File: config.mk
export PLATFORM = sky130hd
export DESIGN_NAME = gqi_cfg_regs
export DESIGN_NICKNAME = d
export VERILOG_FILES = /design/src/gqi_pkg.sv /design/src/gqi_cfg_regs.sv
export SDC_FILE = /design/constraint.sdc
export NUM_CORES = 1
export LEC_CHECK = 0
export BUFFER_PORTS_ARGS = -buffer_cell sky130_fd_sc_hd__buf_4
export CORE_MARGIN = 8
export CORE_UTILIZATION = 48
export CTS_CLUSTER_SIZE = 20
export DETAILED_ROUTE_END_ITERATION = 7
export PLACE_DENSITY = 0.81
export SLEW_MARGIN = 20
export SYNTH_ARGS = -nofsm -noshare
export SYNTH_HDL_FRONTEND = slang
export SYNTH_SLANG_ARGS = --single-unit
File: constraint.sdc
create_clock -name clk -period 1.4 [get_ports clk]
set_input_delay 0.21 -clock clk [delete_from_list [all_inputs] [get_ports clk]]
set_output_delay 0.21 -clock clk [all_outputs]
set_load 0.02 [all_outputs]
File: src/gqi_pkg.sv
// ----------------------------------------------------------------------------
// gqi_pkg
// Shared types and constants of the gaze quadrant interpolator: result status
// codes, register indexes, bus widths and the control word that rides along
// the pipeline.
// ----------------------------------------------------------------------------
package gqi_pkg;

    localparam int PDATA_W      = 64;
    localparam int PADDR_W      = 5;
    localparam int REG_ADDR_LSB = 3;
    localparam int REG_IDX_W    = PADDR_W - REG_ADDR_LSB;

    localparam logic [REG_IDX_W-1:0] REG_CENTER       = 2'd0;
    localparam logic [REG_IDX_W-1:0] REG_TOP_LEFT     = 2'd1;
    localparam logic [REG_IDX_W-1:0] REG_BOTTOM_RIGHT = 2'd2;

    typedef enum logic [1:0] {
        STATUS_OK        = 2'd0,
        STATUS_NO_EYES   = 2'd1,
        STATUS_ZERO_SPAN = 2'd2
    } status_t;

    typedef struct packed {
        status_t status;
        logic    x_right;
        logic    y_right;
        logic    x_neg;
        logic    y_neg;
    } ctrl_t;

endpackage

File: src/gqi_cfg_regs.sv
// ----------------------------------------------------------------------------
// gqi_cfg_regs
// APB register file holding the three calibration points, each four packed
// coordinates: left x, left y, right x, right y, lowest first.
// ----------------------------------------------------------------------------
module gqi_cfg_regs #(
    parameter int COORD_BITS = 12
) (
    input  logic                         clk,
    input  logic                         rst_n,
    input  logic                         psel,
    input  logic                         penable,
    input  logic                         pwrite,
    input  logic [gqi_pkg::PADDR_W-1:0]  paddr,
    input  logic [gqi_pkg::PDATA_W-1:0]  pwdata,
    output logic [gqi_pkg::PDATA_W-1:0]  prdata,
    output logic                         pready,
    output logic [4*COORD_BITS-1:0]      center,
    output logic [4*COORD_BITS-1:0]      upper_left,
    output logic [4*COORD_BITS-1:0]      lower_right
);

    localparam int REG_W = 4 * COORD_BITS;

    logic [REG_W-1:0]                center_reg;
    logic [REG_W-1:0]                upper_left_reg;
    logic [REG_W-1:0]                lower_right_reg;
    logic [gqi_pkg::REG_IDX_W-1:0]   reg_idx;

    assign reg_idx = paddr[gqi_pkg::PADDR_W-1:gqi_pkg::REG_ADDR_LSB];
    assign pready  = 1'b1;

    always_ff @(posedge clk or negedge rst_n)
    begin
        if (!rst_n)
        begin
            center_reg      <= '0;
            upper_left_reg  <= '0;
            lower_right_reg <= '0;
        end
        else if (psel && penable && pwrite)
        begin
            unique case (reg_idx)
                gqi_pkg::REG_CENTER:       center_reg      <= pwdata[REG_W-1:0];
                gqi_pkg::REG_TOP_LEFT:     upper_left_reg  <= pwdata[REG_W-1:0];
                gqi_pkg::REG_BOTTOM_RIGHT: lower_right_reg <= pwdata[REG_W-1:0];
                default:                   ;
            endcase
        end
    end

    always_comb
    begin
        unique case (reg_idx)
            gqi_pkg::REG_CENTER:       prdata = gqi_pkg::PDATA_W'(center_reg);
            gqi_pkg::REG_TOP_LEFT:     prdata = gqi_pkg::PDATA_W'(upper_left_reg);
            gqi_pkg::REG_BOTTOM_RIGHT: prdata = gqi_pkg::PDATA_W'(lower_right_reg);
            default:                   prdata = '0;
        endcase
    end

    assign center      = center_reg;
    assign upper_left  = upper_left_reg;
    assign lower_right = lower_right_reg;

endmodule

==> impl_metrics.json <==
{
  "stdcell_area_um2": 10300,
  "rows": 42,
  "critPathArrivalTime_ns": 1.24,
  "io_pins": 283,
  "report.final.slew_viol_count": 0,
  "syn_to_final_growth_pct": 57.4,
  "ys_top_cells_by_area": "dfrtp_1, mux2_2, mux2i_1",
  "synth_fa_ha_area_share_pct": 0,
  "yosys.area_share.simple_pct": 3.25,
  "antenna_cells": 0,
  "place_area_um2": 8830,
  "cp.required_ns": 1.19,
  "vias_per_cell": 5.24,
  "violations": "negative setup slack",
  "synth_warnings": 0,
  "maxCapViolCount": 0,
  "synth_cell_types": 17,
  "overflow": 0,
  "synth.most_common_cell": "dfrtp_1",
  "path_buf_inv": 1,
  "muxShareOfSynthArea_pct": 33.3,
  "ys_async_sr_fraction_pct": 100,
  "synth_top_family_by_area": "multiplexers",
  "fmax_mhz": 691,
  "cts.path.max_buffers": 2,
  "fin_crit_sh_pct": 103,
  "drc": 0,
  "power_density_nw_per_um2": 1710,
  "first_pass_iters": 4,
  "synth_edf_count": 0,
  "yosysSeqAreaShare_pct": 55.1,
  "cts_sinks": 144,
  "cts_buffers": 17,
  "grt.met3_usage_pct": 8.06,
  "crit_path_start_kind": "flip-flop",
  "p_leak_nw": 5.19,
  "gr-usage-met1_pct": 27.8,
  "setup_viol": 29,
  "grt_use_met2_pct": 39.4,
  "fin_skew_ns": 0,
  "hpwlAfterDp_um": 14400,
  "drt-total-wl_um": 21400,
  "place_worst_setup_slack_ns": -0.220,
  "cp_max_fo": 2,
  "die_w_um": 133,
  "fillers": 793,
  "synth_commonest_cells": "dfrtp_1, mux2_2, mux2i_1, nand2_1, o21ai_0",
  "cts_tree": "built",
  "ant_nets": 0,
  "dr_total_vias": 5418,
  "ir_drop_v": 0.00108,
  "rsz0062_at_grt": "true",
  "core_area_um2": 13300,
  "grt_busiest_layer": "met2",
  "ys_ff_latch": 144,
  "clkSlewWorstSetupHoldPaths_ns": 0.06,
  "synth.top_cell.area_share_pct": 55.1,
  "crit_family": "flip-flops",
  "crit_path_top_delay_cell": "dfrtp_1",
  "synth_xor_area_share_pct": 0,
  "wire_per_inst_um": 20.7,
  "htree_levels": 4,
  "outcome": "complete, but fails checks",
  "cts_root_buffer": "clkbuf_16",
  "worstPathCellList": "mux2i_1 > o21ai_1 > buf_4",
  "syn_inst": 487,
  "grt_pass1_wl_um": 33200,
  "clock_latency_ns": 0.41,
  "final_util_pct": 77.5,
  "crit_type": "reg -> out",
  "slowest_delay_ns": 0.37,
  "grt_usage_pct": 24.0,
  "initialDrtViolationCount": 268,
  "nets": 919,
  "drive_gt1_share_pct": 66.3,
  "synth_top_area_cell": "dfrtp_1",
  "hold_violations": 0,
  "grt_pass1_vias": 5968,
  "synth_area_um2": 6540,
  "hold_path_class": "in -> reg",
  "die_area_um2": 17600,
  "grt_antenna_before_repair": 0,
  "min_period_ns": 1.45,
  "synth.avg_cell_area_um2": 13.4,
  "grt_max_degree": 45,
  "initial_core_util_pct": 49.2,
  "synth_compound_area_share_pct": 3.67,
  "place_congestion": 0.818,
  "setup_slack_ns": -0.0472,
  "ys.flop_type": "dfrtp_1",
  "port_buffers": 246,
  "end_kind": "output pin",
  "die_h_um": 133,
  "hold-worst-slack_ns": 0.0366
}
## path summary, 6_finish.rpt
path / cells past startpoint / endpoint / slack [ns] / startpoint
worst max-delay path: 3 / prdata[3] / -0.05 / upper_left[3]$_DFFE_PN0P_
worst min-delay path: 2 / center[47]$_DFFE_PN0P_ / 0.04 / pwdata[47]
worst max register to register: 3 / upper_left[23]$_DFFE_PN0P_ / 0.38 / upper_left[23]$_DFFE_PN0P_
worst min register to register: 1 / upper_left[15]$_DFFE_PN0P_ / 0.54 / upper_left[15]$_DFFE_PN0P_
max in group asynchronous: 3 / upper_left[1]$_DFFE_PN0P_ / 0.57 / rst_n
min in group asynchronous: 2 / center[29]$_DFFE_PN0P_ / 0.27 / rst_n
## cell usage in the layout (no fill, tap or decap), drive strengths merged
cell         Yosys  layout
buf             41     371
bufinv           0       2
clkbuf           7      27
clkinv           0       1
clkinvlp         0       1
conb             2      17
dfrtp          144     144
dlygate4sd3      0       1
mux2           144     144
mux2i           48      48
nand2           48      48
nand3            1       1
nor2b            1       1
nor3             1       1
nor3b            1       1
o21ai           48      48
or3b             1       1
## per-stage QoR
stage,setup TNS (ns),instances,total power [mW]
2_1_floorplan,-0.141,502,8.98
3_3_place_gp,-13.80,903,11.7
3_5_place_dp,-16.68,903,11.9
4_1_cts,-1.06,1024,17.5
6_report,-0.582,1033,17.6
5_1_grt,-3.21,1033,18.3
## cell type report
class | count | area [um2] | share of cell area, %
well taps | 176 | 220 | 2.14
repair buffers | 372 | 3080 | 29.9
flip-flops and latches | 144 | 3600 | 35.0
multi-input cells | 310 | 2800 | 27.2
clock inverters | 4 | 72.6 | 0.705
clock buffers | 27 | 523 | 5.08
## kinds of logic after synthesis
logic type / after synthesis
muxes: 192
DFF: 144
and+or+nand+nor: 53
AOI/OAI and AO/OA: 48
buffers and inverters: 48
other: 2
## power breakdown
part | total (mW) | internal, mW | switching, mW
Combinational | 7.18 | 3.65 | 3.53
Clock | 4.53 | 2.90 | 1.64
Sequential | 5.88 | 5.14 | 0.735
Total | 17.6 | 11.7 | 5.90
## metal layers
layer,routed length (um),vias up
li1,-,2402
met3,1730,47
met4,758,0
met1,8420,2706
met2,10400,263
met5,0,-
## what timing repair did
item | 4_1_cts | 5_1_grt
gates resized for setup | 26 | 12
setup endpoints to repair | 48 | 49
hold buffers | 1 | 0
pin swaps | 4 | 6
buffers inserted | 89 | 9
hold endpoints to repair | 32 | 0
No activity file was read; power rests on OpenSTA's default activity.
