--- config.mk ---
export PLATFORM = sky130hd
export DESIGN_NAME = gqi_divider
export DESIGN_NICKNAME = d
export VERILOG_FILES = /design/src/gqi_divider.sv
export SDC_FILE = /design/constraint.sdc
export NUM_CORES = 2
export LEC_CHECK = 0
export ABC_AREA = 1
export BUFFER_PORTS_ARGS = -buffer_cell sky130_fd_sc_hd__buf_2
export CAP_MARGIN = 15
export CORE_UTILIZATION = 30
export DETAILED_ROUTE_END_ITERATION = 10
export PLACE_DENSITY = 0.54
export REMOVE_ABC_BUFFERS = 1
export SLEW_MARGIN = 10
export SYNTH_ARGS = -nofsm -noshare
export SYNTH_HDL_FRONTEND = slang
export SYNTH_SLANG_ARGS = --single-unit
--- constraint.sdc ---
create_clock -name clk -period 4.25 [get_ports clk]
set_input_delay 0.85 -clock clk [delete_from_list [all_inputs] [get_ports clk]]
set_output_delay 0.85 -clock clk [all_outputs]
set_load 0.05 [all_outputs]
--- src/gqi_divider.sv ---
// ----------------------------------------------------------------------------
// gqi_divider
// Pipelined restoring divider for unsigned operands: one quotient bit per
// stage, NUM_W stages, with a sideband word and a valid bit in step.
// ----------------------------------------------------------------------------
module gqi_divider #(
    parameter int NUM_W  = 29,
    parameter int DEN_W  = 14,
    parameter int SIDE_W = 8
) (
    input  logic              clk,
    input  logic              rst_n,
    input  logic              advance,
    input  logic              in_valid,
    input  logic [NUM_W-1:0]  num,
    input  logic [DEN_W-1:0]  den,
    input  logic [SIDE_W-1:0] side_in,
    output logic              out_valid,
    output logic [NUM_W-1:0]  quo,
    output logic [SIDE_W-1:0] side_out
);

    logic [NUM_W-1:0]  valid_reg;
    logic [NUM_W-1:0]  num_reg  [NUM_W];
    logic [NUM_W-1:0]  quo_reg  [NUM_W];
    logic [DEN_W-1:0]  rem_reg  [NUM_W];
    logic [DEN_W-1:0]  den_reg  [NUM_W];
    logic [SIDE_W-1:0] side_reg [NUM_W];

    logic [NUM_W-1:0]  valid_next;
    logic [NUM_W-1:0]  num_next  [NUM_W];
    logic [NUM_W-1:0]  quo_next  [NUM_W];
    logic [DEN_W-1:0]  rem_next  [NUM_W];
    logic [DEN_W-1:0]  den_next  [NUM_W];
    logic [SIDE_W-1:0] side_next [NUM_W];

    assign valid_next = {valid_reg[NUM_W-2:0], in_valid};

    always_comb
    begin
        logic [NUM_W-1:0] num_cur;
        logic [NUM_W-1:0] quo_cur;
        logic [DEN_W-1:0] rem_cur;
        logic [DEN_W-1:0] den_cur;
        logic [DEN_W:0]   trial;
        logic             fits;
        for (int i = 0; i < NUM_W; i++)
        begin
            if (i == 0)
            begin
                num_cur      = num;
                quo_cur      = '0;
                rem_cur      = '0;
                den_cur      = den;
                side_next[i] = side_in;
            end
            else
            begin
                num_cur      = num_reg[i-1];
                quo_cur      = quo_reg[i-1];
                rem_cur      = rem_reg[i-1];
                den_cur      = den_reg[i-1];
                side_next[i] = side_reg[i-1];
            end
            // remainder stays below the divisor, so the difference fits DEN_W
            trial       = {rem_cur, num_cur[NUM_W-1]};
            fits        = trial >= {1'b0, den_cur};
            rem_next[i] = fits ? DEN_W'(trial - {1'b0, den_cur}) : trial[DEN_W-1:0];
            quo_next[i] = {quo_cur[NUM_W-2:0], fits};
            num_next[i] = {num_cur[NUM_W-2:0], 1'b0};
            den_next[i] = den_cur;
        end
    end

    always_ff @(posedge clk or negedge rst_n)
    begin
        if (!rst_n)
        begin
            valid_reg <= '0;
        end
        else if (advance)
        begin
            valid_reg <= valid_next;
        end
    end

    always_ff @(posedge clk)
    begin
        if (advance)
        begin
            for (int i = 0; i < NUM_W; i++)
            begin
                num_reg[i]  <= num_next[i];
                quo_reg[i]  <= quo_next[i];
                rem_reg[i]  <= rem_next[i];
                den_reg[i]  <= den_next[i];
                side_reg[i] <= side_next[i];
            end
        end
    end

    assign out_valid = valid_reg[NUM_W-1];
    assign quo       = quo_reg[NUM_W-1];
    assign side_out  = side_reg[NUM_W-1];

endmodule

==> impl_table.tex <==
\begin{tabular}{lr}
\hline
Metric & Value \\
\hline
\multicolumn{2}{l}{\textbf{Drt}} \\
\quad Vias & 53547 \\
\quad Sum of routed wire length over all layers & 178.9 mm \\
\quad Number of remaining DRC errors & 0 \\
\quad Via-to-Cell Ratio & 4.282 \\
\quad First drt pass iteration count & 6 \\
\quad Initial DRC Count & 3299 \\
\quad Avg WL per Cell & 14.31 um \\
\quad Residual antenna-violating net count after detailed routing & 0 \\
\multicolumn{2}{l}{\textbf{Die}} \\
\quad \# IOs & 93 \\
\quad Die H & 548.2 um \\
\quad Width of the die & 548.2 um \\
\quad Initial Util & 30.16\% \\
\quad Row count & 200 \\
\quad Placeable core region & 296800 um2 \\
\quad Overall die area & 300500 um2 \\
\multicolumn{2}{l}{\textbf{Setup path}} \\
\quad Slowest stage cell, crit path & sky130\_fd\_sc\_hd\_\_edfxtp\_1 \\
\quad Number of cells on the critical path & 1 \\
\quad Slack of the worst reg-to-reg path & 1830 ps \\
\quad Class of the most critical setup path & reg -> out \\
\quad CP Data Required Time & 3400 ps \\
\quad Data arrival time of the worst path & 1580 ps \\
\quad Largest stage delay, worst path & 470 ps \\
\quad Cell family with most CP delay & flip-flops \\
\quad Type of destination of the critical path & output port \\
\quad CP startpoint & side\_reg[1][102] \\
\quad Number of cells on the worst reg-to-reg path & 10 \\
\quad Worst-path cell chain & buf\_2 \\
\quad Origin of the critical flop-to-flop path & den\_reg[0][121] \\
\quad Largest driver fanout on the critical path & 2 \\
\quad Worst Path Buf+Inv & 1 \\
\quad Type of element launching the critical path & flip-flop \\
\multicolumn{2}{l}{\textbf{Min path}} \\
\quad Hold WC Path Type & in -> reg \\
\quad Hold path startpoint & side\_in[4] \\
\quad Worst hold path depth & 1 \\
\multicolumn{2}{l}{\textbf{Layout}} \\
\quad Flip-flop count of the largest register after layout & 435 \\
\quad Final layout net count & 8895 \\
\quad Fraction of final layout cells with drive strength greater than 1 & 9.727\% \\
\quad Area Overhead vs Synth & 13.98\% \\
\multicolumn{2}{l}{\textbf{CTS}} \\
\quad Level count of the clock H-tree & 4 \\
\quad Post-CTS Setup Repair Bufs & 0 \\
\quad CTS tree & built \\
\quad Clk pin slew, worst setup/hold paths & 60 ps \\
\quad Cts-stage hold buffer count & 1 \\
\quad Clock root cell & sky130\_fd\_sc\_hd\_\_clkbuf\_16 \\
\quad Clock tree buffer depth & 4 \\
\quad Number of instances resized during post-cts repair & 0 \\
\quad Number of clock sinks & 1886 \\
\quad Clock network latency to the later pin of the worst-skew pair & 890 ps \\
\quad Inserted Clock Buffers & 215 \\
\multicolumn{2}{l}{\textbf{Job}} \\
\quad Number of max-capacitance violations reported & 0 \\
\multicolumn{2}{l}{\textbf{GRT}} \\
\quad Maximum number of pins on one net before global-route repair & 121 \\
\quad Total overflow reported by the global router & 0 \\
\quad First-pass GRT wire length & 286.4 mm \\
\quad Antenna violations before repair & 4 \\
\quad Vias in the first global route & 53078 \\
\quad Total routing resource utilization after global routing & 11.74\% \\
\multicolumn{2}{l}{\textbf{Logic synthesis}} \\
\quad Fraction of synthesis flops using an asynchronous set or reset pin & 1.538\% \\
\quad Number of synthesis warnings & 0 \\
\quad Flop and latch count out of synthesis & 1886 \\
\quad Mean post-synth cell area & 11.06 um2 \\
\quad Number of enable flip-flop cells after synthesis & 1857 \\
\quad Cells after synthesis & 8093 \\
\quad Netlist cell types & 46 \\
\quad Netlist area before placement & 89500 um2 \\
\quad Sequential area share after synthesis & 63.11\% \\
\quad Leading register cell type out of synthesis & sky130\_fd\_sc\_hd\_\_edfxtp\_1 \\
\multicolumn{2}{l}{\textbf{Outcome}} \\
\quad Run status & finished clean \\
\multicolumn{2}{l}{\textbf{Timing}} \\
\quad Top achievable clock speed & 410.9 MHz \\
\quad Transition at the pin with the smallest max-transition slack & 722.6 ps \\
\quad Max-slew headroom at the worst pin & 51.83\% \\
\quad Total count of max-transition violations in the final report & 0 \\
\quad Setup Total Neg Slack & 0 ps \\
\quad Tcrit/Tclk final & 57.26\% \\
\quad Final setup fails & 0 \\
\quad Clk\_skew & 82.52 ps \\
\quad Number of hold violations in the final report & 0 \\
\quad RSZ-0062 raised after global routing & no \\
\quad Crit path time final & 2434 ps \\
\multicolumn{2}{l}{\textbf{Power and ir drop}} \\
\quad Max VDD drop & 0.3863 mV \\
\quad Lkg Pwr & 44.48 nW \\
\quad Power after layout & 0.06755 W \\
\quad Pwr dens & 662.1 nW/um2 \\
\multicolumn{2}{l}{\textbf{Placement}} \\
\quad Count of input and output buffers & 92 \\
\quad Detailed Place HPWL & 129.3 mm \\
\quad Last weighted congestion value of the routability-driven placer & 0.8407 \\
\hline
\end{tabular}
## layer usage
metal  track usage (%)  vias up  share of wire (%)
met4             3.890        0                2.9
met3             1.753      315                3.8
met1             15.74    25060                 47
met2             19.41      800                 46
li1                  -    27372                  -
met5                 0        -                  0
## power by group
| part | internal, W | switching (W) |
|---|---|---|
| logic | 0.00783 | 0.0147 |
| clock network | 0.0110 | 0.00762 |
| registers | 0.0246 | 0.00173 |
## layout by cell type (no fill, tap or decap), types with 64 or more instances in the layout
cell / synthesis / routed
sky130_fd_sc_hd__nand4_1: 240 / 240
sky130_fd_sc_hd__edfxtp_1: 1857 / 1857
sky130_fd_sc_hd__nand3_1: 363 / 363
sky130_fd_sc_hd__o21ai_2: 64 / 64
sky130_fd_sc_hd__o21ai_1: 156 / 156
sky130_fd_sc_hd__ha_1: 421 / 421
sky130_fd_sc_hd__clkbuf_16: 0 / 218
sky130_fd_sc_hd__inv_1: 1576 / 1576
sky130_fd_sc_hd__nand2_1: 2164 / 2164
sky130_fd_sc_hd__nor2_1: 335 / 335
sky130_fd_sc_hd__xor2_1: 145 / 145
sky130_fd_sc_hd__a21oi_1: 150 / 150
sky130_fd_sc_hd__buf_2: 1 / 91
## cells by family after synthesis
kind of cell	Yosys count	share of synthesized area, %
buffers and inverters	1654	7.468
adder cells (fa/ha/maj)	448	6.489
AO/OA/AOI/OAI	448	3.169
XOR/XNOR	192	1.879
AND/OR/NAND/NOR	3464	17.87
flip-flops	1886	63.11
multiplexers	1	0.01258
## worst paths after layout
path                                   endpoint
worst max-delay path                side_out[6]
worst min-delay path             side_reg[0][4]
worst max register to register  rem_reg[0][139]
worst min register to register   quo_reg[1][96]
max in group asynchronous         valid_reg[28]
min in group asynchronous          valid_reg[1]
## area by class of cell
| class | count | area (um2) |
|---|---|---|
| well taps | 3939 | 4928 |
| repair buffers | 144 | 1144 |
| diodes | 2 | 5.005 |
| clock inverters | 138 | 1545 |
| inverters | 1592 | 5976 |
| multi-input cells | 4553 | 26330 |
| flip-flops and latches | 1886 | 56490 |
| clock buffers | 251 | 5599 |
| fillers | 29636 | 194800 |
## Yosys cell counts (27+ instances only)
library cell	instances	share of area (%)
sky130_fd_sc_hd__ha_1	421	5.9
sky130_fd_sc_hd__edfxtp_1	1857	62
sky130_fd_sc_hd__nand3_4	33	0.65
sky130_fd_sc_hd__nand2_1	2164	9.1
sky130_fd_sc_hd__xor2_1	145	1.4
sky130_fd_sc_hd__nor2_2	57	0.40
sky130_fd_sc_hd__and2_1	47	0.33
sky130_fd_sc_hd__fa_1	27	0.60
sky130_fd_sc_hd__o21ai_1	156	0.87
sky130_fd_sc_hd__nand2_2	63	0.44
sky130_fd_sc_hd__nand3b_1	28	0.23
sky130_fd_sc_hd__a21oi_1	150	0.84
sky130_fd_sc_hd__xnor2_1	47	0.46
sky130_fd_sc_hd__nand3_1	363	2.0
sky130_fd_sc_hd__dfrtp_1	29	0.81
sky130_fd_sc_hd__nor2_1	335	1.4
sky130_fd_sc_hd__buf_6	39	0.49
sky130_fd_sc_hd__o21ai_2	64	0.63
sky130_fd_sc_hd__inv_1	1576	6.6
sky130_fd_sc_hd__nand3_2	54	0.60
sky130_fd_sc_hd__nand4_1	240	1.7
## per-stage QoR
stage	hold WS (ps)	std cells	instance area (um2)	worst slack [ps]	util [%]
after global placement	400.2	12113	94860	1476	31.96
final	132.6	12505	102000	1816	34.37
after CTS	25.74	12503	102000	1686	34.37
after global routing	55.59	12504	102000	1645	34.37
after detailed placement	404.5	12113	94860	1591	31.96
after floorplan	400.3	8031	88800	2084	-
Power figures use the tool's default switching activity.
