File: src/gqi_pkg.sv
// ----------------------------------------------------------------------------
// gqi_pkg
// Shared types and constants of the gaze quadrant interpolator: result status
// codes, register indexes, bus widths and the control word that rides along
// the pipeline.
// ----------------------------------------------------------------------------
package gqi_pkg;

    localparam int PDATA_W      = 64;
    localparam int PADDR_W      = 5;
    localparam int REG_ADDR_LSB = 3;
    localparam int REG_IDX_W    = PADDR_W - REG_ADDR_LSB;

    localparam logic [REG_IDX_W-1:0] REG_CENTER       = 2'd0;
    localparam logic [REG_IDX_W-1:0] REG_TOP_LEFT     = 2'd1;
    localparam logic [REG_IDX_W-1:0] REG_BOTTOM_RIGHT = 2'd2;

    typedef enum logic [1:0] {
        STATUS_OK        = 2'd0,
        STATUS_NO_EYES   = 2'd1,
        STATUS_ZERO_SPAN = 2'd2
    } status_t;

    typedef struct packed {
        status_t status;
        logic    x_right;
        logic    y_right;
        logic    x_neg;
        logic    y_neg;
    } ctrl_t;

endpackage

File: src/gqi_mapper.sv
// ----------------------------------------------------------------------------
// gqi_mapper
// Four stages per axis: signed fraction magnitude with the half offset,
// split partial products against the box length, product sum and scaling,
// then offset by the box corner with saturation.
// ----------------------------------------------------------------------------
module gqi_mapper #(
    parameter int COORD_BITS = 12,
    parameter int FRAC_BITS  = 16,
    parameter int NUM_W      = 29
) (
    input  logic                       clk,
    input  logic                       rst_n,
    input  logic                       advance,
    input  logic                       in_valid,
    input  gqi_pkg::ctrl_t             ctrl,
    input  logic [NUM_W-1:0]           quo_x,
    input  logic [NUM_W-1:0]           quo_y,
    input  logic [COORD_BITS-1:0]      min_x,
    input  logic [COORD_BITS-1:0]      min_y,
    input  logic signed [COORD_BITS:0] len_x,
    input  logic signed [COORD_BITS:0] len_y,
    output logic                       out_valid,
    output gqi_pkg::status_t           status,
    output logic [COORD_BITS-1:0]      gaze_x,
    output logic [COORD_BITS-1:0]      gaze_y,
    output logic                       clipped
);

    localparam int C    = COORD_BITS;
    localparam int FM   = NUM_W + 1;
    localparam int LO_W = FM / 2;
    localparam int HI_W = FM - LO_W;
    localparam int PW   = FM + C;
    localparam int MW   = PW - FRAC_BITS;
    localparam int VW   = MW + 2;
    localparam logic [FM-1:0] HALF = {{(FM-1){1'b0}}, 1'b1} << (FRAC_BITS - 1);

    logic [NUM_W-1:0]  q_in   [2];
    logic              neg_in [2];
    logic              rgt_in [2];
    logic [C-1:0]      min_in [2];
    logic signed [C:0] len_in [2];

    assign q_in[0]   = quo_x;
    assign q_in[1]   = quo_y;
    assign neg_in[0] = ctrl.x_neg;
    assign neg_in[1] = ctrl.y_neg;
    assign rgt_in[0] = ctrl.x_right;
    assign rgt_in[1] = ctrl.y_right;
    assign min_in[0] = min_x;
    assign min_in[1] = min_y;
    assign len_in[0] = len_x;
    assign len_in[1] = len_y;

    logic [3:0]       valid_reg;
    gqi_pkg::status_t st1_reg, st2_reg, st3_reg, st4_reg;

    logic [FM-1:0]    fabs1_reg [2];
    logic [C-1:0]     labs1_reg [2];
    logic             pneg1_reg [2], pneg2_reg [2], pneg3_reg [2];
    logic [C-1:0]     min1_reg  [2], min2_reg  [2], min3_reg  [2];
    logic [LO_W+C-1:0] plo2_reg [2];
    logic [HI_W+C-1:0] phi2_reg [2];
    logic [MW-1:0]    mag3_reg  [2];
    logic [C-1:0]     gaze4_reg [2];
    logic             clip4_reg;

    logic [FM-1:0]    fabs1_next [2];
    logic [C-1:0]     labs1_next [2];
    logic             pneg1_next [2];
    logic [LO_W+C-1:0] plo2_next [2];
    logic [HI_W+C-1:0] phi2_next [2];
    logic [MW-1:0]    mag3_next  [2];
    logic [C-1:0]     gaze4_next [2];
    logic             clip4_next;

    // stage 1: |frac| and sign of the product
    always_comb
    begin
        logic [FM-1:0] qe;
        logic          q_gt;
        logic          fneg;
        logic [C:0]    lmag;
        for (int k = 0; k < 2; k++)
        begin
            qe   = {1'b0, q_in[k]};
            q_gt = qe > HALF;
            if (neg_in[k] && rgt_in[k])
            begin
                fabs1_next[k] = q_gt ? (qe - HALF) : (HALF - qe);
                fneg          = q_gt;
            end
            else if (neg_in[k])
            begin
                fabs1_next[k] = qe;
                fneg          = 1'b1;
            end
            else
            begin
                fabs1_next[k] = rgt_in[k] ? (qe + HALF) : qe;
                fneg          = 1'b0;
            end
            lmag          = len_in[k][C] ? -len_in[k] : len_in[k];
            labs1_next[k] = lmag[C-1:0];
            pneg1_next[k] = fneg ^ len_in[k][C];
        end
    end

    // stage 2: partial products, stage 3: sum and drop fraction bits
    always_comb
    begin
        logic [PW-1:0] prod;
        for (int k = 0; k < 2; k++)
        begin
            plo2_next[k] = fabs1_reg[k][LO_W-1:0] * labs1_reg[k];
            phi2_next[k] = fabs1_reg[k][FM-1:LO_W] * labs1_reg[k];
            prod         = (PW'(phi2_reg[k]) << LO_W) + PW'(plo2_reg[k]);
            mag3_next[k] = prod[PW-1:FRAC_BITS];
        end
    end

    // stage 4: corner offset and saturation
    always_comb
    begin
        logic signed [VW-1:0] base;
        logic signed [VW-1:0] step;
        logic signed [VW-1:0] v;
        clip4_next = 1'b0;
        for (int k = 0; k < 2; k++)
        begin
            base = $signed({{(VW-C){1'b0}}, min3_reg[k]});
            step = $signed({2'b00, mag3_reg[k]});
            v    = pneg3_reg[k] ? (base - step) : (base + step);
            if (v[VW-1])
            begin
                gaze4_next[k] = '0;
                clip4_next    = 1'b1;
            end
            else if (|v[VW-2:C])
            begin
                gaze4_next[k] = '1;
                clip4_next    = 1'b1;
            end
            else
            begin
                gaze4_next[k] = v[C-1:0];
            end
            if (st3_reg != gqi_pkg::STATUS_OK)
            begin
                gaze4_next[k] = '0;
            end
        end
        if (st3_reg != gqi_pkg::STATUS_OK)
        begin
            clip4_next = 1'b0;
        end
    end

    always_ff @(posedge clk or negedge rst_n)
    begin
        if (!rst_n)
        begin
            valid_reg <= '0;
        end
        else if (advance)
        begin
            valid_reg <= {valid_reg[2:0], in_valid};
        end
    end

    always_ff @(posedge clk)
    begin
        if (advance)
        begin
            st1_reg   <= ctrl.status;
            st2_reg   <= st1_reg;
            st3_reg   <= st2_reg;
            st4_reg   <= st3_reg;
            clip4_reg <= clip4_next;
            for (int k = 0; k < 2; k++)
            begin
                fabs1_reg[k] <= fabs1_next[k];
                labs1_reg[k] <= labs1_next[k];
                pneg1_reg[k] <= pneg1_next[k];
                min1_reg[k]  <= min_in[k];
                plo2_reg[k]  <= plo2_next[k];
                phi2_reg[k]  <= phi2_next[k];
                pneg2_reg[k] <= pneg1_reg[k];
                min2_reg[k]  <= min1_reg[k];
                mag3_reg[k]  <= mag3_next[k];
                pneg3_reg[k] <= pneg2_reg[k];
                min3_reg[k]  <= min2_reg[k];
                gaze4_reg[k] <= gaze4_next[k];
            end
        end
    end

    assign out_valid = valid_reg[3];
    assign status    = st4_reg;
    assign gaze_x    = gaze4_reg[0];
    assign gaze_y    = gaze4_reg[1];
    assign clipped   = clip4_reg;

endmodule

File: config.mk
export PLATFORM = sky130hd
export DESIGN_NAME = gqi_mapper
export DESIGN_NICKNAME = d
export VERILOG_FILES = /design/src/gqi_pkg.sv /design/src/gqi_mapper.sv
export SDC_FILE = /design/constraint.sdc
export NUM_CORES = 2
export LEC_CHECK = 0
export ABC_AREA = 1
export BUFFER_PORTS_ARGS = -buffer_cell sky130_fd_sc_hd__buf_2
export CORE_ASPECT_RATIO = 0.8
export CORE_MARGIN = 8
export CORE_UTILIZATION = 40
export DETAILED_ROUTE_END_ITERATION = 10
export MAX_ROUTING_LAYER = met4
export PLACE_DENSITY = 0.58
export SYNTH_ARGS = -nofsm -noshare
export SYNTH_HDL_FRONTEND = slang
export SYNTH_SLANG_ARGS = --single-unit
File: constraint.sdc
create_clock -name clk -period 15.1 [get_ports clk]
set_input_delay 1.51 -clock clk [delete_from_list [all_inputs] [get_ports clk]]
set_output_delay 1.51 -clock clk [all_outputs]
set_load 0.02 [all_outputs]
==> flow_summary.toml <==
[drt]
drcViolationCount = 0
firstDrtPassIters = 5
vias = 32900
ant_nets = 0
wirelength_um = 108000
vias_per_cell = 4.82
post_drt_wl_per_cell_um = 15.8
first_iter_violations = 2366

[logic_synthesis]
synth-edff-count = 325
ys_async_sr_fraction_pct = 1.22
synth_cell_type_count = 56
yosysTopAreaCellShare_pct = 24.7
post-synth-top-count-cell = "nand2_1"
synth.area.top_cells = "fa_1, edfxtp_1, nand2_1"
yosys.area.top_type = "fa_1"
synth-seq-cells = 329
syn_area_mm2 = 0.0425
ys_warn_count = 0
yosysSeqAreaShare_pct = 23.2
synthFlopType = "edfxtp_1"
syn_inst = 5312
synth_common_cells = "nand2_1, inv_1, fa_1"
synth_fp_nets = 6288
avgSynthCellArea_um2 = 8.01

[sta]
finalCritPeriodShare_pct = 40.0
slew_violations = 0
fmax_mhz = 166
final_hold_viol_count = 0
tightestPinTransition_ns = 1.39
finalSetupTns_ns = 0
finalCriticalPeriod_ns = 6.04
skew_ns = 0.0445
relSlewSlack_pct = 7.36
rsz0062_at_grt = "false"
setup_viol = 0

[layout]
fillers = 10600
largest_reg_flops = 60
area_growth_syn_to_layout_pct = 8.07
nNetsFinal = 6341
layout-drive-gt1-share_pct = 5.27
seq_area_mm2 = 0.00986
multi_input_area_mm2 = 0.0271

[worst_setup_path]
crit_buf_inv = 4
worst_setup_path_end_kind = "flip-flop"
path_cells = "buf_4 -> nand2_1 -> fa_1 -> fa_1 -> inv_1 -> fa_1 -> fa_1 -> inv_1 -> fa_1 -> inv_1 -> ha_1 -> nand2_1 -> nand2_1 -> a31oi_1 -> nand2_1 -> a21oi_1 -> o21ai_0 -> a21oi_1 -> nor2_1 -> nor2_1 -> xnor2_1"
path_max_fanout = 17
cp_slowest_cell = "edfxtp_1"
cpPeakStageDelay_ns = 0.86
crit_top_cell = "fa_1"
critPathLaunch = "labs1_reg[0][16]$_DFFE_PP_"
crit_family = "adder cells"
start_kind = "flip-flop"
cp.arrival_ns = 6.38
required_ns = 15.44
r2r_start = "labs1_reg[0][16]$_DFFE_PP_"
criticalPathCategory = "flip-flop to flip-flop"

[floorplanning]
fp-row-count = 107
fp.dieH_um = 308
die_area_mm2 = 0.117
start_util_pct = 40.2
die_w_um = 381
core_area_mm2 = 0.106
io_pins = 146

[global_routing]
grtUsageTotal_pct = 18.9
grt_overflow_total = 0
grt_pass1_wl_um = 177000
antenna_found_initial = 6
grt_pass1_vias = 33000
grt_max_degree = 82

[place]
gp_congestion = 0.910
hpwl_um = 85300
io_buffers = 145

[clock_tree]
cts.clk_slew.worst_paths_ns = 0.06
htreeDepth = 2
numCtsBuffers = 40
cts_setup_buffers = 0
clk_root_buffer_cell = "clkbuf_16"
cts_tree = "done"
cts.sinks = 329
holdBufCountCts = 0
clock_latency_ns = 0.59
ctsResizeCount = 0
clock_path_buffers = 3

[flow_run]
cap_viol_max_count = 0

[min_path]
hold_start = "min2_reg[0][7]$_DFFE_PP_"
hold_path.class = "flip-flop to flip-flop"

[status]
outcome = "complete, no violations"
## through the flow
step	cells	worst slack (ns)	utilization [%]	instance area [µm²]	hold slack, ns
after global placement	6740	9.10	42.1	44600	0.401
after detailed placement	6740	9.04	42.1	44600	0.406
after floorplan	5312	10.05	-	42500	0.400
after global routing	6814	8.66	43.4	46000	0.420
final	6815	9.06	43.4	46000	0.414
after CTS	6810	9.05	43.4	45900	0.411
## final timing paths
| kind | to | slack (ns) | cells past startpoint |
|---|---|---|---|
| worst max-delay path | phi2_reg[0][49]$_DFFE_PP_ | 9.06 | 21 |
| worst min-delay path | min3_reg[0][7]$_DFFE_PP_ | 0.41 | 0 |
| worst max register to register | phi2_reg[0][49]$_DFFE_PP_ | 9.06 | 21 |
| worst min register to register | min3_reg[0][7]$_DFFE_PP_ | 0.41 | 0 |
| max in group asynchronous | valid_reg[0]$_DFFE_PN0P_ | 14.26 | 1 |
| min in group asynchronous | valid_reg[3]$_DFFE_PN0P_ | 0.72 | 1 |
## routing by layer
metal	part of all wire, %	vias to the layer above	GRT usage (%)	wire length [µm]
li1	-	16100	-	-
met4	1.5	0	3.35	1580
met5	0	-	-	0
met2	42	851	27.5	45300
met1	50	15800	27.8	53900
met3	6.7	98	3.25	7220
## cells in the final DEF (no fill, tap or decap), types with 14 or more instances in the layout
cell type,Yosys,layout
nand3_1,194,194
nand2_1,1472,1472
clkbuf_16,0,41
buf_2,14,144
ha_1,334,334
nor4_1,21,21
a31oi_1,18,18
nand3_2,14,14
edfxtp_1,325,325
nor2_1,251,251
nand4_1,39,39
o21ai_0,96,96
inv_1,1295,1295
o21bai_1,14,14
xor2_1,158,158
nor3_1,52,52
xnor2_1,60,60
fa_1,524,524
a21oi_1,148,148
buf_4,1,28
## cells by family after synthesis
group,after synthesis,synth area share [%]
AO/OA/AOI/OAI,347,4.61
XOR/XNOR,218,4.49
adder cells (fa/ha/maj),858,34.5
buffers and inverters,1470,13.1
flip-flops,329,23.2
multiplexers,3,0.0765
AND/OR/NAND/NOR,2087,20.1
## cell type report
| cell class | count | share of cell area (%) |
|---|---|---|
| multi-input cells | 3513 | 59.0 |
| flip-flops and latches | 329 | 21.5 |
| inverters | 1308 | 10.7 |
| well taps | 1417 | 3.86 |
| clock buffers | 49 | 2.34 |
| repair buffers | 173 | 2.06 |
| clock inverters | 21 | 0.602 |
| diodes | 5 | 0.0272 |
Power is not shown: default switching activity piles up to over one toggle a cycle in this logic, so the estimate is an artifact.
