**src/gqi_pkg.sv**
```systemverilog
// ----------------------------------------------------------------------------
// gqi_pkg
// Shared types and constants of the gaze quadrant interpolator: result status
// codes, register indexes, bus widths and the control word that rides along
// the pipeline.
// ----------------------------------------------------------------------------
package gqi_pkg;

    localparam int PDATA_W      = 64;
    localparam int PADDR_W      = 5;
    localparam int REG_ADDR_LSB = 3;
    localparam int REG_IDX_W    = PADDR_W - REG_ADDR_LSB;

    localparam logic [REG_IDX_W-1:0] REG_CENTER       = 2'd0;
    localparam logic [REG_IDX_W-1:0] REG_TOP_LEFT     = 2'd1;
    localparam logic [REG_IDX_W-1:0] REG_BOTTOM_RIGHT = 2'd2;

    typedef enum logic [1:0] {
        STATUS_OK        = 2'd0,
        STATUS_NO_EYES   = 2'd1,
        STATUS_ZERO_SPAN = 2'd2
    } status_t;

    typedef struct packed {
        status_t status;
        logic    x_right;
        logic    y_right;
        logic    x_neg;
        logic    y_neg;
    } ctrl_t;

endpackage

```
**src/gqi_front.sv**
```systemverilog
// ----------------------------------------------------------------------------
// gqi_front
// Two pipeline stages: quadrant pick with summed distance and span per axis,
// then status decision and magnitudes for the dividers.
// ----------------------------------------------------------------------------
module gqi_front #(
    parameter int COORD_BITS = 12
) (
    input  logic                         clk,
    input  logic                         rst_n,
    input  logic                         advance,
    input  logic                         in_valid,
    input  logic                         eyes_found,
    input  logic [COORD_BITS-1:0]        left_eye_x,
    input  logic [COORD_BITS-1:0]        left_eye_y,
    input  logic [COORD_BITS-1:0]        right_eye_x,
    input  logic [COORD_BITS-1:0]        right_eye_y,
    input  logic [4*COORD_BITS-1:0]      center,
    input  logic [4*COORD_BITS-1:0]      upper_left,
    input  logic [4*COORD_BITS-1:0]      lower_right,
    output logic                         out_valid,
    output gqi_pkg::ctrl_t               ctrl,
    output logic [COORD_BITS:0]          dx_abs,
    output logic [COORD_BITS:0]          dy_abs,
    output logic [COORD_BITS+1:0]        den_x,
    output logic [COORD_BITS+1:0]        den_y,
    output logic [COORD_BITS-1:0]        min_x,
    output logic [COORD_BITS-1:0]        min_y,
    output logic signed [COORD_BITS:0]   len_x,
    output logic signed [COORD_BITS:0]   len_y
);

    localparam int C  = COORD_BITS;
    localparam int SW = COORD_BITS + 2;

    function automatic logic signed [SW-1:0] ext(input logic [C-1:0] a);
        return $signed({2'b00, a});
    endfunction

    function automatic logic [C:0] mag(input logic signed [SW-1:0] v);
        logic [SW-1:0] m;
        m = v[SW-1] ? -v : v;
        return m[C:0];
    endfunction

    logic [C-1:0] c_lx, c_ly, c_rx, c_ry;
    logic [C-1:0] t_lx, t_ly, t_rx, t_ry;
    logic [C-1:0] b_lx, b_ly, b_rx, b_ry;

    assign c_lx = center[0 +: C];
    assign c_ly = center[C +: C];
    assign c_rx = center[2*C +: C];
    assign c_ry = center[3*C +: C];
    assign t_lx = upper_left[0 +: C];
    assign t_ly = upper_left[C +: C];
    assign t_rx = upper_left[2*C +: C];
    assign t_ry = upper_left[3*C +: C];
    assign b_lx = lower_right[0 +: C];
    assign b_ly = lower_right[C +: C];
    assign b_rx = lower_right[2*C +: C];
    assign b_ry = lower_right[3*C +: C];

    // stage a: quadrant and selected distance / span
    logic                 a_valid_reg;
    logic                 a_found_reg, a_left_reg, a_top_reg;
    logic signed [SW-1:0] a_dx_reg, a_sx_reg, a_dy_reg, a_sy_reg;
    logic [C-1:0]         a_min_x_reg, a_min_y_reg;
    logic signed [C:0]    a_len_x_reg, a_len_y_reg;

    logic                 a_left_next, a_top_next;
    logic signed [SW-1:0] a_dx_next, a_sx_next, a_dy_next, a_sy_next;
    logic [C-1:0]         a_min_x_next, a_min_y_next;
    logic signed [C:0]    a_len_x_next, a_len_y_next;

    always_comb
    begin
        logic signed [SW-1:0] ox, oy, tx, ty;
        logic signed [SW-1:0] spl_x, spr_x, spl_y, spr_y;
        logic [C-1:0]         max_x, max_y;
        ox    = ext(left_eye_x) - ext(c_lx) + ext(right_eye_x) - ext(c_rx);
        oy    = ext(left_eye_y) - ext(c_ly) + ext(right_eye_y) - ext(c_ry);
        tx    = ext(left_eye_x) - ext(t_lx) + ext(right_eye_x) - ext(t_rx);
        ty    = ext(left_eye_y) - ext(t_ly) + ext(right_eye_y) - ext(t_ry);
        spl_x = ext(c_lx) - ext(t_lx) + ext(c_rx) - ext(t_rx);
        spr_x = ext(b_lx) - ext(c_lx) + ext(b_rx) - ext(c_rx);
        spl_y = ext(c_ly) - ext(t_ly) + ext(c_ry) - ext(t_ry);
        spr_y = ext(b_ly) - ext(c_ly) + ext(b_ry) - ext(c_ry);

        a_left_next = ox[SW-1] || (ox == '0);
        a_top_next  = oy[SW-1] || (oy == '0);
        a_dx_next   = a_left_next ? tx : ox;
        a_sx_next   = a_left_next ? spl_x : spr_x;
        a_dy_next   = a_top_next ? ty : oy;
        a_sy_next   = a_top_next ? spl_y : spr_y;

        a_min_x_next = (t_lx < t_rx) ? t_lx : t_rx;
        a_min_y_next = (t_ly < t_ry) ? t_ly : t_ry;
        max_x        = (b_lx > b_rx) ? b_lx : b_rx;
        max_y        = (b_ly > b_ry) ? b_ly : b_ry;
        a_len_x_next = $signed({1'b0, max_x}) - $signed({1'b0, a_min_x_next});
        a_len_y_next = $signed({1'b0, max_y}) - $signed({1'b0, a_min_y_next});
    end

    // stage b: status and divider operands
    logic              b_valid_reg;
    gqi_pkg::ctrl_t    b_ctrl_reg;
    logic [C:0]        b_dx_abs_reg, b_dy_abs_reg;
    logic [C+1:0]      b_den_x_reg, b_den_y_reg;
    logic [C-1:0]      b_min_x_reg, b_min_y_reg;
    logic signed [C:0] b_len_x_reg, b_len_y_reg;

    gqi_pkg::ctrl_t    b_ctrl_next;

    always_comb
    begin
        b_ctrl_next.x_right = !a_left_reg;
        b_ctrl_next.y_right = !a_top_reg;
        b_ctrl_next.x_neg   = a_dx_reg[SW-1] ^ a_sx_reg[SW-1];
        b_ctrl_next.y_neg   = a_dy_reg[SW-1] ^ a_sy_reg[SW-1];
        if (!a_found_reg)
        begin
            b_ctrl_next.status = gqi_pkg::STATUS_NO_EYES;
        end
        else if (a_sx_reg == '0 || a_sy_reg == '0)
        begin
            b_ctrl_next.status = gqi_pkg::STATUS_ZERO_SPAN;
        end
        else
        begin
            b_ctrl_next.status = gqi_pkg::STATUS_OK;
        end
    end

    always_ff @(posedge clk or negedge rst_n)
    begin
        if (!rst_n)
        begin
            a_valid_reg <= 1'b0;
            b_valid_reg <= 1'b0;
        end
        else if (advance)
        begin
            a_valid_reg <= in_valid;
            b_valid_reg <= a_valid_reg;
        end
    end

    always_ff @(posedge clk)
    begin
        if (advance)
        begin
            a_found_reg  <= eyes_found;
            a_left_reg   <= a_left_next;
            a_top_reg    <= a_top_next;
            a_dx_reg     <= a_dx_next;
            a_sx_reg     <= a_sx_next;
            a_dy_reg     <= a_dy_next;
            a_sy_reg     <= a_sy_next;
            a_min_x_reg  <= a_min_x_next;
            a_min_y_reg  <= a_min_y_next;
            a_len_x_reg  <= a_len_x_next;
            a_len_y_reg  <= a_len_y_next;

            b_ctrl_reg   <= b_ctrl_next;
            b_dx_abs_reg <= mag(a_dx_reg);
            b_dy_abs_reg <= mag(a_dy_reg);
            b_den_x_reg  <= {mag(a_sx_reg), 1'b0};
            b_den_y_reg  <= {mag(a_sy_reg), 1'b0};
            b_min_x_reg  <= a_min_x_reg;
            b_min_y_reg  <= a_min_y_reg;
            b_len_x_reg  <= a_len_x_reg;
            b_len_y_reg  <= a_len_y_reg;
        end
    end

    assign out_valid = b_valid_reg;
    assign ctrl      = b_ctrl_reg;
    assign dx_abs    = b_dx_abs_reg;
    assign dy_abs    = b_dy_abs_reg;
    assign den_x     = b_den_x_reg;
    assign den_y     = b_den_y_reg;
    assign min_x     = b_min_x_reg;
    assign min_y     = b_min_y_reg;
    assign len_x     = b_len_x_reg;
    assign len_y     = b_len_y_reg;

endmodule

```
**config.mk**
```make
export PLATFORM = sky130hd
export DESIGN_NAME = gqi_front
export DESIGN_NICKNAME = d
export VERILOG_FILES = /design/src/gqi_pkg.sv /design/src/gqi_front.sv
export SDC_FILE = /design/constraint.sdc
export NUM_CORES = 1
export LEC_CHECK = 0
export ABC_AREA = 1
export BUFFER_PORTS_ARGS = -buffer_cell sky130_fd_sc_hd__buf_2
export CORE_MARGIN = 3
export CORE_UTILIZATION = 60
export DETAILED_ROUTE_END_ITERATION = 10
export PLACE_DENSITY = 0.83
export SKIP_CTS_REPAIR_TIMING = 1
export SYNTH_ARGS = -nofsm -noshare
export SYNTH_HDL_FRONTEND = slang
export SYNTH_SLANG_ARGS = --single-unit
```
**constraint.sdc**
```tcl
create_clock -name clk -period 2 [get_ports clk]
set_input_delay 0.4 -clock clk [delete_from_list [all_inputs] [get_ports clk]]
set_output_delay 0.4 -clock clk [all_outputs]
set_load 0.02 [all_outputs]
```
==> results of run 1 <==
[stage by stage]
stage                     cell area, um^2  setup slack, ps
after floorplan                     23600            -1680
after global placement              31100            -2090
after detailed placement            31100            -2150
after CTS                           31800            -1670
[layer usage]
layer | GRT overflow | GRT usage (%)
met3 | 15 | 60.9
met2 | 261 | 95.6
met5 | 0 | 34.9
met1 | 18 | 76.1
met4 | 187 | 82.1
[kinds of logic after synthesis]
kind of cell | share of synthesized area [%]
AOI/OAI and AO/OA | 10.5
xor gates and xnor gates | 7.65
adders and majority gates | 24.7
buffers and inverters | 9.10
DFF | 28.7
other | 0.0164
and+or+nand+nor | 19.4
==> impl_metrics.toml, run 1 <==
[run_status]
status = "stopped before the end"
stop_stage = "global routing (5_1_grt)"
stop_error = "[ERROR GRT-0232] Routing congestion too high. Check the congestion heatmap in the GUI."

[floorplanning]
die_y_um = 201
die_w_um = 201
rows = 70
start_util_pct = 61.6
ioPinCount = 308

[clock_tree]
clock-root-buffer = "clkbuf_16"
htree_levels = 1
cts_buffer_depth = 3
clock_sinks = 219
cts_buffers = 23

[place]
numPortBuffers = 305
gp_congestion = 1.06
dp.cells = 4347
dp_hpwl_um = 69600

[global_route]
grt_usage_pct = 78.0
grt_max_degree = 57
grt.overflow.total = 481

[synthesis]
yosysWarnings = 0
synth_edf_count = 217
synth.top_cells.by_count = "nand2_1, inv_1, ha_1"
synth.top_cell.area_share_pct = 28.5
syn-cell-area_um2 = 22900
yosys_register_bits = 219
synth-seq-area-share_pct = 28.7
yosysTopAreaCell = "edfxtp_1"
post_synth_num_cell_types = 42
synth_area_per_cell_um2 = 8.08
synth-async-reset-ratio_pct = 0.913
ys.flop_type = "edfxtp_1"
yosysMostFrequentCell = "nand2_1"
syn_inst = 2832
synthTopCellsByArea = "edfxtp_1, ha_1, nand2_1"

[timing]
worst_endpoint = "a_dy_reg[4]$_DFFE_PP_/D"
worst_endpoint_kind = "register input"
==> inputs of run 2 (changes only) <==
- CORE_UTILIZATION: 60 -> 40
- PLACE_DENSITY: 0.83 -> unset
- PLACE_DENSITY_LB_ADDON: unset -> 0.15
==> run 2 against run 1 <==
  * The flow now finishes, with violations (negative setup slack)
  * Synthesized area did not move
  * Synthesized cell count unchanged
==> impl_metrics.toml, run 2 <==
[layout]
fillerInstances = 4802
final_nets = 4578
final_cell_mix = "buf_4, nand2_1, inv_1, buf_2, edfxtp_1"
final_common_cell = "buf_4"
stdcell_count = 4771
syn2layout_area_growth_pct = 59.3
drive_gt1_share_pct = 43.8

[floorplanning]
ioPinCount = 308
die_area_um2 = 60100
rows = 87
start_util_pct = 40.5
die_w_um = 245
core_area_um2 = 56500
die_y_um = 245

[worst_setup_path]
cp-startpoint = "left_eye_y[0]"
critPathMaxFanout = 7
crit_arrival_ps = 3980
setup.worst_path.end = "a_sy_reg[13]"
cp-start-kind = "input pin"
r2r_slack_ps = 160
rr_startpoint = "a_sx_reg[1]"
r2r_cells = 8
crit_path_end_kind = "flop"
worst_ep_required_time_ps = 2420
worst_r2r_endpoint = "den_x[11]"
crit_type = "input pin to flop"

[clock_tree]
clock-root-buffer = "clkbuf_16"
cts_buffer_depth = 3
path_clk_slew_ps = 60
clock_sinks = 219
cts_tree = "done"
clk-insertion-delay-late_ps = 550
cts_buffers = 25
htree_levels = 1

[route]
antenna_left = 0
viasPerCell = 4.98
drc_errors = 0
routed_wl_um = 85700
vias = 23744
wl_per_cell_um = 18.0
dr.pass1.iters = 7
drt_iter0_drc = 1241

[job]
drv_cap = 0

[synthesis]
synth_area_per_cell_um2 = 8.08
post_synth_num_cell_types = 42
synth.top_cells.by_count = "nand2_1, inv_1, ha_1"
yosysWarnings = 0
synth-async-reset-ratio_pct = 0.913
synth.top_cell.area_share_pct = 28.5
synth_edf_count = 217
syn-cell-area_um2 = 22900
synthTopCellsByArea = "edfxtp_1, ha_1, nand2_1"
yosysMostFrequentCell = "nand2_1"
yosys_register_bits = 219
syn_inst = 2832
yosysTopAreaCell = "edfxtp_1"
ys.flop_type = "edfxtp_1"
synth-seq-area-share_pct = 28.7

[timing]
setup_viol = 84
fin_ws_ps = -1560
max_freq_ghz = 0.281
finalClockSkew_ps = 12.6
grt_setup_unrepaired = "yes"
hold_viol = 0
fin_crit_ps = 3560
worst_hold_slack_ps = 30.0
slew_viol_final = 0
finalCritPeriodShare_pct = 178

[power_and_ir_drop]
clkPwrFrac_pct = 12.2
swShare_pct = 42.6
peakVddDrop_uv = 689
netSwitchingPower_mw = 16.8
p_int_mw = 22.6
p_leak_nw = 17.9
power.density_nw_per_um2 = 1080
p_seq_share_pct = 21.0
combPwrFrac_pct = 66.7

[global_route]
grt.overflow.total = 0
grt_pass1_vias = 23599
grt_antenna_before_repair = 7
grt_pass1_wl_um = 123000
grt_max_degree = 45
grt_usage_pct = 26.0

[place]
dp_hpwl_um = 70500
numPortBuffers = 305
gp_congestion = 0.964
dp.cells = 4637

[run_status]
violations = "negative setup slack"
status = "finished with violations"

[hold_path]
hold_path_class = "input pin to flop"
-- run 2: worst min-delay path by stage --
stage | end | startpoint | cells past startpoint
5_1_grt | a_found_reg | eyes_found | 1
3_3_place_gp | out_valid | rst_n | 1
2_1_floorplan | a_valid_reg | rst_n | 0
6_report | a_found_reg | eyes_found | 1
3_5_place_dp | out_valid | rst_n | 1
4_1_cts | out_valid | rst_n | 1
-- run 2: cell families (layout without fill, tap and decap cells) --
logic type | count (synthesis) | in the layout | share of synthesized area (%)
compound gates | 434 | 434 | 10.5
buf+inv | 538 | 1707 | 9.10
simple gates | 1052 | 1061 | 19.4
other cells | 1 | 6 | 0.0164
flops | 219 | 219 | 28.7
xor+xnor | 200 | 200 | 7.65
fa+ha+maj | 388 | 388 | 24.7
-- run 2: layer usage --
metal / global-route usage, % / routed length (um) / share of wire [%] / vias up
met5: 0 / 36 / 0.042 / -
met2: 50.0 / 45800 / 53 / 556
met1: 29.5 / 32300 / 38 / 11347
li1: - / - / - / 11677
met3: 2.82 / 3810 / 4.4 / 158
met4: 9.73 / 3770 / 4.4 / 6
-- run 2: power by group through the flow --
stage               clock (mW)  sequential, mW  combinational [mW]
floorplan                    0            8.94                12.0
global placement             0            8.30                22.2
detailed placement           0            8.37                22.4
CTS                       4.90            8.29                22.6
global route              5.11            8.43                28.7
finish                    4.82            8.28                26.2
-- run 2: final cells by class --
cell class / instances / area [um^2] / share of cell area [%]
flip-flops and latches: 219 / 6570 / 18.0
diodes: 4 / 10.0 / 0.0275
clock buffers: 27 / 633 / 1.74
multi-input cells: 2085 / 17500 / 47.9
inverters: 508 / 1980 / 5.43
clock inverters: 18 / 226 / 0.621
well taps: 756 / 946 / 2.59
repair buffers: 1154 / 8610 / 23.6
-- run 2: stage by stage --
stage / setup TNS [ps] / cell area [um^2] / setup slack, ps / utilization, % / total power [mW]
floorplan: -109830 / 23600 / -1680 / - / 20.9
global placement: -164140 / 31700 / -2230 / 56.2 / 30.5
detailed placement: -168930 / 31700 / -2300 / 56.2 / 30.8
CTS: -112120 / 32600 / -1740 / 57.7 / 35.8
global route: -111480 / 36500 / -1710 / 64.5 / 42.3
finish: -99930 / 36500 / -1560 / 64.5 / 39.3
-- run 2: critical path, stage by stage --
cell	delay, ps
buf_8	90
inv_12	30
ha_4	150
fa_2	370
nor3_2	200
nor2_2	80
o21ai_2	140
nand3_1	100
nand2_2	80
xor2_2	70
fa_1	550
inv_2	50
ha_4	240
nand2_4	80
inv_2	40
a21oi_2	140
nand3_1	90
nand2_1	70
nand2_2	90
nor2_4	160
nand3_4	240
buf_12	210
nand2_8	100
nand2_1	100
nand2_1	80
Power figures use the tool's default switching activity.
==> inputs of run 3 (changes only) <==
- REMOVE_ABC_BUFFERS: unset -> 1
- clock period: 2 -> 3.2 ns (I/O delays scaled with it)
==> run 3 against run 2 <==
  * Highest routed layer unchanged
  * Clock skew down 2.7 ps
  * Largest power group unchanged
  * First-iteration DRC count rose by 10%
  * The flow still finishes with violations (negative setup slack)
  * Via count is 3.4% lower
  * Sequential cell count did not move
  * Non-clock buffer count decreased by 80
  * Combinational power is 43% lower
==> impl_metrics.toml, run 3 (synthesis gave the netlist of run 2 again) <==
[run_status]
status = "finished with violations"
violations = "negative setup slack"

[worst_setup_path]
worstPathCellList = "buf_8 -> ha_4 -> fa_2 -> inv_2 -> nand3_2 -> nand2_2 -> a21oi_2 -> o21ai_1 -> buf_4 -> a21oi_4 -> xor2_2 -> fa_1 -> inv_2 -> ha_4 -> nand2_4 -> nor2_4 -> nand3_1 -> nand4_1 -> nand2_2 -> nor2_4 -> nand3_4 -> clkbuf_16 -> nand3_2 -> nand2_1"
worst_r2r_endpoint = "dy_abs[12]"
critical-path-top-delay-family = "adder cells"
r2r_cells = 7
crit_type = "input pin to flop"
crit_path_end_kind = "flop"
crit_arrival_ps = 4190
cp-start-kind = "input pin"
critPathMaxFanout = 6
worst_ep_required_time_ps = 3500
cp_slowest_cell = "fa_1"
rr_startpoint = "a_dy_reg[0]"
r2r_slack_ps = 1430
cp_num_buf_inv = 5
max_stage_delay_ps = 570

[route]
wl_met1_um = 39600
vias = 22928
viasPerCell = 4.90
wl_per_cell_um = 17.5
drt_iter0_drc = 1366
top_layer_used = "met5"
drc_errors = 0
dr_wl_met3_um = 3910
dr.pass1.iters = 6
antenna_left = 0
dr_wl_met2_um = 36400
routed_wl_um = 81900

[timing]
fin_ws_ps = -693
setup_viol = 58
worst_pin_slew_ps = 632
hold_viol = 0
finalSetupTns_ps = -36380
maxSlewHeadroom_pct = 57.9
max_freq_ghz = 0.257
finalClockSkew_ps = 9.88
fin_crit_ps = 3890
grt_setup_unrepaired = "yes"
finalCritPeriodShare_pct = 122
slew_viol_final = 0

[place]
pre_cts_slack_ps = -1590
numPortBuffers = 305
dp.cells = 4605
dp_hpwl_um = 70100
gp_congestion = 0.988

[power_and_ir_drop]
swShare_pct = 43.7
peakVddDrop_uv = 463
p_int_mw = 12.7
clkPwrFrac_pct = 11.3
p_leak_nw = 17.1
combPwrFrac_pct = 65.8
power.density_nw_per_um2 = 678
power_mw = 22.6
p_seq_share_pct = 22.9
netSwitchingPower_mw = 9.87

[global_route]
grt_pass1_wl_um = 123000
grt_antenna_before_repair = 8
grt_usage_pct = 26.2
grt_pass1_vias = 22537
grt.overflow.total = 0
grt_max_degree = 62

[layout]
syn2layout_area_growth_pct = 45.6
final_common_cell = "buf_4"
final_cell_mix = "buf_4, nand2_1, inv_1, buf_2, ha_1"
final_nets = 4487
stdcell_count = 4679
drive_gt1_share_pct = 35.3

[floorplanning]
start_util_pct = 40.5
die_area_um2 = 60100
core_area_um2 = 56500
rows = 87
die_y_um = 245
ioPinCount = 308
die_w_um = 245

[hold_path]
holdPathStages = 1
hold_path_class = "input pin to flop"
min_to = "a_found_reg"
hp-start = "eyes_found"

[clock_tree]
cts_buffer_depth = 3
clock_sinks = 219
cts_tree = "done"
htree_levels = 1
cts_buffers = 23
clock-root-buffer = "clkbuf_16"
clk-insertion-delay-late_ps = 550
path_clk_slew_ps = 60

[job]
drv_cap = 0
[run 3: changes by cell type in the layout (fill, tap and decap cells not counted), sizes merged]
cell / change
clkinvlp: -7
nand3: -2
diode: +1
inv: +10
clkinv: -4
bufinv: -4
buf: -79
nand2: -7
[run 3: power by group through the flow]
| stage | combinational [mW] | sequential [mW] | clock (mW) |
|---|---|---|---|
| 4_1_cts | 13.5 | 5.18 | 2.64 |
| 6_report | 14.9 | 5.18 | 2.55 |
| 3_3_place_gp | 13.3 | 5.21 | 0 |
| 2_1_floorplan | 6.94 | 5.62 | 0 |
| 5_1_grt | 16.4 | 5.28 | 2.75 |
| 3_5_place_dp | 13.4 | 5.22 | 0 |
[run 3: worst max-delay path by stage]
stage                        startpoint      endpoint  slack [ps]  cells after the start
after CTS                 left_eye_y[0]   a_dy_reg[4]       -1000                     24
final                         center[0]   a_dx_reg[5]        -690                     24
after global placement    left_eye_y[0]   a_dy_reg[4]       -1440                     23
after detailed placement  left_eye_y[0]  a_dy_reg[11]       -1590                     24
after floorplan           left_eye_x[0]  a_dx_reg[10]       -1330                     21
after global routing      left_eye_x[0]   a_dx_reg[1]        -860                     26
[run 3: area by class of cell]
class	instances	area [um^2]
diodes	5	12.5
clock buffers	28	594
clock inverters	13	109
fillers	5158	23200
inverters	508	1920
multi-input cells	2076	15600
flip-flops and latches	219	6570
well taps	756	946
repair buffers	1074	7620
[run 3: routing by layer]
| metal | global-route usage [%] | vias to the layer above |
|---|---|---|
| met5 | 0 | - |
| met4 | 5.84 | 6 |
| met3 | 3.11 | 96 |
| met2 | 41.5 | 510 |
| met1 | 38.3 | 10846 |
| li1 | - | 11470 |
[run 3: per-stage QoR]
step	utilization [%]	area, um^2	hold WS (ps)
after detailed placement	54.6	30800	405
final	59.0	33300	270
after floorplan	-	22700	344
after global placement	54.6	30800	400
after CTS	55.9	31600	-173
after global routing	59.0	33300	244
